--- config.mk ---
export PLATFORM = sky130hd
export DESIGN_NAME = i2c_target_register_bank
export DESIGN_NICKNAME = d
export VERILOG_FILES = /design/src/design/i2ctrb_pkg.sv /design/src/design/i2ctrb_match.sv /design/src/design/i2c_target_register_bank.sv
export SDC_FILE = /design/constraint.sdc
export NUM_CORES = 2
export LEC_CHECK = 0
export BUFFER_PORTS_ARGS = -buffer_cell sky130_fd_sc_hd__buf_2
export CELL_PAD_IN_SITES_DETAIL_PLACEMENT = 0
export CELL_PAD_IN_SITES_GLOBAL_PLACEMENT = 2
export CORE_MARGIN = 1
export CORE_UTILIZATION = 49
export CTS_CLUSTER_SIZE = 12
export DETAILED_ROUTE_END_ITERATION = 8
export GPL_ROUTABILITY_DRIVEN = 0
export PLACE_DENSITY_LB_ADDON = 0.12
export REMOVE_ABC_BUFFERS = 1
export SYNTH_ARGS = -nofsm -noshare
export SYNTH_HDL_FRONTEND = slang
export SYNTH_HIERARCHICAL = 1
export SYNTH_SLANG_ARGS = --single-unit
--- constraint.sdc ---
create_clock -name clk -period 11.5 [get_ports clk]
set_clock_uncertainty 0.1 [all_clocks]
set_input_delay 1.15 -clock clk [delete_from_list [all_inputs] [get_ports clk]]
set_output_delay 1.15 -clock clk [all_outputs]
set_load 0.02 [all_outputs]
--- src/design/i2ctrb_pkg.sv ---
// Shared types, codes, reset values and tables of the I2C target register bank.
package i2ctrb_pkg;

  localparam int DEV_SLOTS_DEF = 8;
  localparam int REG_DEPTH_DEF = 16;

  // Only eight addresses fit in the address register.
  localparam int MAX_PACKED = 8;
  localparam int DEV_W      = 3;
  localparam int ADDR_W     = 7;

  localparam logic [55:0] DEV_ADDR_RST  = 56'd4037685601480;
  localparam logic [3:0]  DEV_COUNT_RST = 4'd6;
  localparam logic [7:0]  WIDE_MASK_RST = 8'd2;

  localparam logic [1:0] CFG_DEV_ADDR  = 2'd0;
  localparam logic [1:0] CFG_DEV_COUNT = 2'd1;
  localparam logic [1:0] CFG_WIDE_MASK = 2'd2;

  localparam logic [1:0] CMD_START = 2'd0;
  localparam logic [1:0] CMD_STOP  = 2'd1;
  localparam logic [1:0] CMD_WRITE = 2'd2;
  localparam logic [1:0] CMD_READ  = 2'd3;

  localparam logic [2:0] PH_IDLE    = 3'd0;
  localparam logic [2:0] PH_NEW     = 3'd1;
  localparam logic [2:0] PH_PTR     = 3'd2;
  localparam logic [2:0] PH_RX_HALF = 3'd3;
  localparam logic [2:0] PH_RX_FULL = 3'd4;
  localparam logic [2:0] PH_TX_HALF = 3'd5;
  localparam logic [2:0] PH_TX_FULL = 3'd6;

  typedef struct packed {
    logic             found;
    logic [DEV_W-1:0] dev;
  } match_t;

  typedef enum logic [2:0] {
    ST_CLEAR = 3'b001,
    ST_IDLE  = 3'b010,
    ST_EXEC  = 3'b100
  } state_t;

  // Byte value reduced modulo depth, built by counting with wrap.
  function automatic logic [255:0][7:0] mod_table(input int depth);
    logic [255:0][7:0] tab;
    int                val;
    val = 0;
    for (int i = 0; i < 256; i++) begin
      tab[i] = 8'(val);
      if (val + 1 == depth) val = 0;
      else val = val + 1;
    end
    return tab;
  endfunction

endpackage

--- src/design/i2ctrb_match.sv ---
// Address matcher: picks the lowest enabled device whose address equals the target.
module i2ctrb_match #(
  parameter int USED = i2ctrb_pkg::MAX_PACKED
) (
  input  logic [55:0]              dev_addr,
  input  logic [3:0]               dev_count,
  input  logic [6:0]               target,
  output i2ctrb_pkg::match_t       match
);
  import i2ctrb_pkg::*;

  always_comb begin
    match = '0;
    // Scan from the top so the lowest index wins.
    for (int i = USED - 1; i >= 0; i--) begin
      if ((dev_count > 4'(i)) && (dev_addr[ADDR_W*i +: ADDR_W] == target)) begin
        match.found = 1'b1;
        match.dev   = DEV_W'(i);
      end
    end
  end

endmodule

--- src/design/i2c_target_register_bank.sv ---
// I2C target register bank: several emulated targets sharing one register memory.
// An accepted event and its memory read are registered, then enter the result register.
// A new event is accepted only once the previous one has left the read-modify-write.
// A full result register stalls the write-back cycle until the result is taken.
// Reset: synchronous; a clearing pass then zeroes all USED*REG_DEPTH memory entries,
// one entry per cycle (USED is DEV_SLOTS, at most 8 devices), with no input accepted meanwhile.
module i2c_target_register_bank #(
  parameter int DEV_SLOTS = i2ctrb_pkg::DEV_SLOTS_DEF,
  parameter int REG_DEPTH = i2ctrb_pkg::REG_DEPTH_DEF
) (
  input  logic        clk,
  input  logic        rst_n,
  input  logic        in_tvalid,
  output logic        in_tready,
  input  logic [23:0] in_tdata,   // cmd[1:0], target_address[8:2], write_data[16:9]
  output logic        out_tvalid,
  input  logic        out_tready,
  output logic [15:0] out_tdata,  // read_data[7:0], device_found[8]
  input  logic        cfg_valid,
  output logic        cfg_ready,
  input  logic [1:0]  cfg_index,
  input  logic [55:0] cfg_data
);
  import i2ctrb_pkg::*;

  localparam int USED   = (DEV_SLOTS < MAX_PACKED) ? DEV_SLOTS : MAX_PACKED;
  localparam int DIW    = (USED > 1) ? $clog2(USED) : 1;
  localparam int RIW    = $clog2(REG_DEPTH);
  localparam int DEPTH  = USED * REG_DEPTH;
  localparam int AW     = $clog2(DEPTH);
  localparam logic [255:0][7:0] ModTab = mod_table(REG_DEPTH);

  // configuration
  logic [55:0] dev_addr_r;
  logic [3:0]  dev_count_r;
  logic [7:0]  wide_mask_r;

  assign cfg_ready = 1'b1;

  always_ff @(posedge clk) begin
    if (!rst_n) begin
      dev_addr_r  <= DEV_ADDR_RST;
      dev_count_r <= DEV_COUNT_RST;
      wide_mask_r <= WIDE_MASK_RST;
    end else if (cfg_valid) begin
      unique case (cfg_index)
        CFG_DEV_ADDR:  dev_addr_r  <= cfg_data;
        CFG_DEV_COUNT: dev_count_r <= cfg_data[3:0];
        CFG_WIDE_MASK: wide_mask_r <= cfg_data[7:0];
        default: ;
      endcase
    end
  end

  // per-device transaction state
  logic [2:0]     phase_r [USED];
  logic [RIW-1:0] index_r [USED];

  // event fields
  logic [1:0] in_cmd;
  logic [6:0] in_target;
  logic [7:0] in_wdata;
  assign in_cmd    = in_tdata[1:0];
  assign in_target = in_tdata[8:2];
  assign in_wdata  = in_tdata[16:9];

  match_t in_match;

  i2ctrb_match #(.USED(USED)) u_match (
    .dev_addr (dev_addr_r),
    .dev_count(dev_count_r),
    .target   (in_target),
    .match    (in_match)
  );

  state_t state_r, state_nxt;
  logic [AW-1:0]  clr_cnt_r;
  logic [1:0]     cmd_r;
  logic [7:0]     wdata_r;
  logic           found_r;
  logic [DIW-1:0] dev_r;
  logic [AW-1:0]  addr_r;
  logic [DIW-1:0] in_dev;
  logic [AW-1:0]  rd_addr;

  logic in_acc;
  logic finish;

  assign in_tready = (state_r == ST_IDLE);
  assign in_acc    = in_tvalid && in_tready;
  assign finish    = (state_r == ST_EXEC) && (!out_tvalid || out_tready);

  assign in_dev  = in_match.dev[DIW-1:0];
  assign rd_addr = AW'(in_dev) * AW'(REG_DEPTH) + AW'(index_r[in_dev]);

  // register memory, read data registered
  logic [15:0]   mem [DEPTH];
  logic [15:0]   rdata_r;
  logic          mem_we;
  logic [AW-1:0] mem_waddr;
  logic [15:0]   mem_wdata;

  always_ff @(posedge clk) begin
    if (mem_we) mem[mem_waddr] <= mem_wdata;
    if (in_acc) rdata_r <= mem[rd_addr];
  end

  // write-back datapath
  logic [2:0]     ph;
  logic [RIW-1:0] ptr;
  logic [RIW-1:0] ptr_inc;
  logic           wide;
  logic [2:0]     ph_nxt;
  logic [RIW-1:0] ptr_nxt;
  logic           ex_we;
  logic [15:0]    ex_wdata;
  logic [7:0]     rd_byte;

  assign ph      = phase_r[dev_r];
  assign ptr     = index_r[dev_r];
  assign ptr_inc = (ptr == RIW'(REG_DEPTH - 1)) ? '0 : ptr + 1'b1;
  assign wide    = wide_mask_r[3'(dev_r)];

  always_comb begin
    ph_nxt   = ph;
    ptr_nxt  = ptr;
    ex_we    = 1'b0;
    ex_wdata = rdata_r;
    rd_byte  = 8'd0;
    unique case (cmd_r)
      CMD_START: ph_nxt = PH_NEW;
      CMD_STOP: begin
        ph_nxt  = PH_IDLE;
        ptr_nxt = '0;
      end
      CMD_WRITE: begin
        priority if (ph == PH_NEW) begin
          ph_nxt  = PH_PTR;
          ptr_nxt = ModTab[wdata_r][RIW-1:0];
        end else if (ph == PH_PTR || ph == PH_RX_FULL) begin
          ex_we = 1'b1;
          if (wide) begin
            ph_nxt   = PH_RX_HALF;
            ex_wdata = {wdata_r, 8'd0};
          end else begin
            ph_nxt   = PH_RX_FULL;
            ex_wdata = {8'd0, wdata_r};
            ptr_nxt  = ptr_inc;
          end
        end else if (wide && ph == PH_RX_HALF) begin
          ex_we    = 1'b1;
          ph_nxt   = PH_RX_FULL;
          ex_wdata = rdata_r | {8'd0, wdata_r};
          ptr_nxt  = ptr_inc;
        end else begin
          // ignore writes in any other phase
        end
      end
      CMD_READ: begin
        priority if (ph == PH_PTR || ph == PH_TX_FULL) begin
          if (wide) begin
            ph_nxt  = PH_TX_HALF;
            rd_byte = rdata_r[15:8];
          end else begin
            ph_nxt  = PH_TX_FULL;
            ptr_nxt = ptr_inc;
            rd_byte = rdata_r[7:0];
          end
        end else if (wide && ph == PH_TX_HALF) begin
          ph_nxt  = PH_TX_FULL;
          ptr_nxt = ptr_inc;
          rd_byte = rdata_r[7:0];
        end else begin
          // reads in other phases return zero
        end
      end
      default: ;
    endcase
  end

  // clearing pass shares the write port
  always_comb begin
    if (state_r == ST_CLEAR) begin
      mem_we    = 1'b1;
      mem_waddr = clr_cnt_r;
      mem_wdata = 16'd0;
    end else begin
      mem_we    = finish && found_r && ex_we;
      mem_waddr = addr_r;
      mem_wdata = ex_wdata;
    end
  end

  always_comb begin
    state_nxt = state_r;
    unique case (state_r)
      ST_CLEAR: if (clr_cnt_r == AW'(DEPTH - 1)) state_nxt = ST_IDLE;
      ST_IDLE:  if (in_acc) state_nxt = ST_EXEC;
      ST_EXEC:  if (finish) state_nxt = ST_IDLE;
      default:  state_nxt = ST_CLEAR;
    endcase
  end

  always_ff @(posedge clk) begin
    if (!rst_n) begin
      state_r   <= ST_CLEAR;
      clr_cnt_r <= '0;
    end else begin
      state_r <= state_nxt;
      if (state_r == ST_CLEAR) clr_cnt_r <= clr_cnt_r + 1'b1;
    end
  end

  // capture the event on acceptance
  always_ff @(posedge clk) begin
    if (in_acc) begin
      cmd_r   <= in_cmd;
      wdata_r <= in_wdata;
      found_r <= in_match.found;
      dev_r   <= in_dev;
      addr_r  <= rd_addr;
    end
  end

  always_ff @(posedge clk) begin
    if (!rst_n) begin
      for (int i = 0; i < USED; i++) begin
        phase_r[i] <= PH_IDLE;
        index_r[i] <= '0;
      end
    end else if (finish && found_r) begin
      phase_r[dev_r] <= ph_nxt;
      index_r[dev_r] <= ptr_nxt;
    end
  end

  // result register
  logic       out_valid_r;
  logic [7:0] out_rd_r;
  logic       out_found_r;

  always_ff @(posedge clk) begin
    if (!rst_n) begin
      out_valid_r <= 1'b0;
    end else if (finish) begin
      out_valid_r <= 1'b1;
    end else if (out_tready) begin
      out_valid_r <= 1'b0;
    end
  end

  always_ff @(posedge clk) begin
    if (finish) begin
      out_rd_r    <= found_r ? rd_byte : 8'd0;
      out_found_r <= found_r;
    end
  end

  assign out_tvalid = out_valid_r;
  assign out_tdata  = {7'd0, out_found_r, out_rd_r};

endmodule

==> reports/metrics.yaml <==
outcome:
  status: "finished clean"
worst_setup_path:
  crit_start: "in_tdata[8]"
  crit_fanout: 109
  r2r_start: "dev_count_r[3]"
  slowest_delay_ns: 0.98
  worstSetupEndpoint: "rdata_r[9]"
  path_cells: "buf_2 > xnor2_1 > nand4_1 > nor4_4 > nor2_1 > a211oi_4 > buf_4 > mux4_4 > inv_8 > buf_12 > mux2i_1 > mux2i_1 > o2111ai_1 > o2111ai_1 > nor3_1 > o311ai_1"
  rr_endpoint: "rdata_r[9]"
  required_ns: 11.92
  end_kind: "flop"
  startpoint_type: "input pin"
  r2r_slack_ns: 4.35
  slowest_stage: "nor3_1"
  crit_type: "input pin to flop"
  worstPathArrival_ns: 7.78
  r2r_cells: 13
global_routing:
  use_met2_pct: 47.3
  top_usage_layer: "met2"
  grt_usage_pct: 29.1
  grt_use_met1_pct: 40.6
  antenna_found_initial: 12
  grt_pass1_vias: 53804
  grt-ovfl-total: 0
  grt_pass1_wl_um: 389000
  grt_max_degree: 141
  use_met3_pct: 4.61
logic_synthesis:
  netlist_area_um2: 90200
  synthArstFlopShare_pct: 0
  syn_avg_cell_area_um2: 13.3
  synth-seq-cells: 2233
  ys.flop_type: "edfxtp_1"
  synth_area_leaders: "edfxtp_1 71%, nand2_1 7.3%, nand3_1 4.4%"
  yosys_warnings: 6
  synth_edf_count: 2147
  synth_cell_types: 86
  synth-seq-area-share_pct: 73.3
  syn_inst: 6767
  yosysTopAreaCellShare_pct: 71.4
  synth_area_leader_cell: "edfxtp_1"
power:
  clkPwrFrac_pct: 40.8
  swShare_pct: 23.1
  power_mw: 16.7
  vdd_drop_max_mv: 0.156
  seqPwrFrac_pct: 52.9
  p_leak_nw: 36.2
  power_frac_comb_pct: 6.3
  p_switching_mw: 3.87
  power_density_nw_per_um2: 166
  power.internal_mw: 12.9
cts:
  root_buffer: "clkbuf_16"
  clock_latency_ns: 0.89
  htree_levels: 4
  cts_sinks: 2233
  post_cts_buffers: 0
  ctsHoldBuffers: 0
  cts_resized: 0
  tritoncts: "done"
  clk_pin_slew_ns: 0.06
  cts_inserted_buffers: 225
  cts_max_path_buffers: 3
timing:
  worst_pin_slew_ns: 1.27
  min_period_ns: 7.36
  max_slew_margin_pct: 15.5
  post-route-period-util_pct: 64.0
  rsz0062_at_grt: "false"
  setup_viol: 0
  final-max-slew-violation-count: 0
  max_freq_ghz: 0.136
  hold_viol: 0
cells_and_area:
  nNetsFinal: 6999
  fin_cells: 9548
  drive_gt1_share_pct: 10.5
  syn2layout_area_growth_pct: 11.6
  multi_input_area_um2: 22300
  seq_area_um2: 66200
  final_common_cell: "edfxtp_1"
  final_cell_mix: "2147 x edfxtp_1, 1759 x nand2_1, 797 x nand3_1"
  num-fill-cells: 15201
floorplan:
  die_y_um: 431
  start_util_pct: 49.3
  fp.dieW_um: 431
  ios: 106
  rows: 157
  dieArea_um2: 186000
  core_um2: 183000
hold_path:
  hp-class: "input pin to flop"
  min_from: "in_tdata[13]"
placed_design:
  place_inst: 9147
  portBuffers: 90
  hpwlAfterDp_um: 160000
route:
  wl_um: 272000
  vias: 56714
  dr.pass1.iters: 5
  drt-initial-drc-count: 5740
  ant_nets: 0
  via_per_inst: 5.94
  drc: 0
  wl_per_cell_um: 28.5
flow_run:
  maxCapViolations: 0
[through the flow]
step / worst slack (ns) / hold WS [ns] / util (%) / setup TNS [ns] / area, um2
after floorplan: -26.66 / 0.344 / - / -449.71 / 88200
after global placement: 3.34 / 0.363 / 51.4 / 0 / 94000
after detailed placement: 3.27 / 0.373 / 51.4 / 0 / 94000
after CTS: 4.19 / 0.299 / 55.0 / 0 / 101000
after global routing: 3.76 / 0.325 / 55.0 / 0 / 101000
final: 4.14 / 0.352 / 55.0 / 0 / 101000
[final cells by class]
type                    count  area share (%)
inverters                  10          0.0546
diodes                      7          0.0174
clock inverters            88           0.712
clock buffers             306            5.94
multi-input cells        4102            22.1
repair buffers            338            2.42
well taps                2464            3.06
flip-flops and latches   2233            65.7
[state kept, by name (all words and copies together), names as in the netlist, 3 cells and up, named ones only]
signal,count
clr_cnt_r,7
phase_r,24
index_r,32
dev_r,3
dev_addr_r,56
state_r,3
addr_r,4
wdata_r,8
out_rd_r,8
wide_mask_r,8
dev_count_r,4
rdata_r,16
mem,2048
[synthesized netlist by cell type, types with 41 or more instances]
cell type and n:
a21boi_0 41, a21oi_1 175, a31oi_1 62, a32o_1 42, a32oi_1 56, buf_1 61, buf_2 160, clkbuf_1 157
dfxtp_1 86, edfxtp_1 2147, mux2i_1 301, nand2_1 1759, nand3_1 797, nand4_1 72, nor2_1 261, o21ai_0 59
xnor2_1 44
[worst max-delay path, delay by kind of cell]
family	cells	cell delay (ns)
multiplexers	3	1.03
buffers and inverters	4	1.80
AO/OA/AOI/OAI	4	1.60
AND/OR/NAND/NOR	4	1.74
XOR/XNOR	1	0.17
[power by group through the flow]
stage	clock, mW	sequential [mW]	combinational (mW)
global placement	0	9.01	1.06
detailed placement	0	9.01	1.06
floorplan	0	9.01	0.655
CTS	6.90	8.84	1.06
finish	6.82	8.84	1.06
global route	7.20	8.84	1.13
[worst min path at each step]
stage	end	slack [ns]	cells past startpoint
5_1_grt	wdata_r[4]	0.32	1
6_report	wdata_r[4]	0.35	1
3_5_place_dp	dev_addr_r[50]	0.37	2
4_1_cts	wdata_r[4]	0.30	1
3_3_place_gp	wide_mask_r[1]	0.36	2
2_1_floorplan	wide_mask_r[1]	0.34	2
[routing by layer]
layer  part of all wire, %  routed length (um)  vias up
met4                   2.8                7540        2
met1                    42              114000    28949
met2                    48              131000     2118
li1                      -                   -    25291
met5                0.0048                  13        -
met3                   7.4               20200      354
[cells by family after synthesis]
family          Yosys count  synth area share [%]
compound gates          652                  5.05
mux                     339                  4.13
fa+ha+maj                 2                0.0277
buf+inv                 438                  2.35
flops                  2233                  73.3
simple gates           3037                  14.5
xor+xnor                 64                 0.638
other cells               2               0.00832
Note: power is estimated with default switching activity, not from simulation.
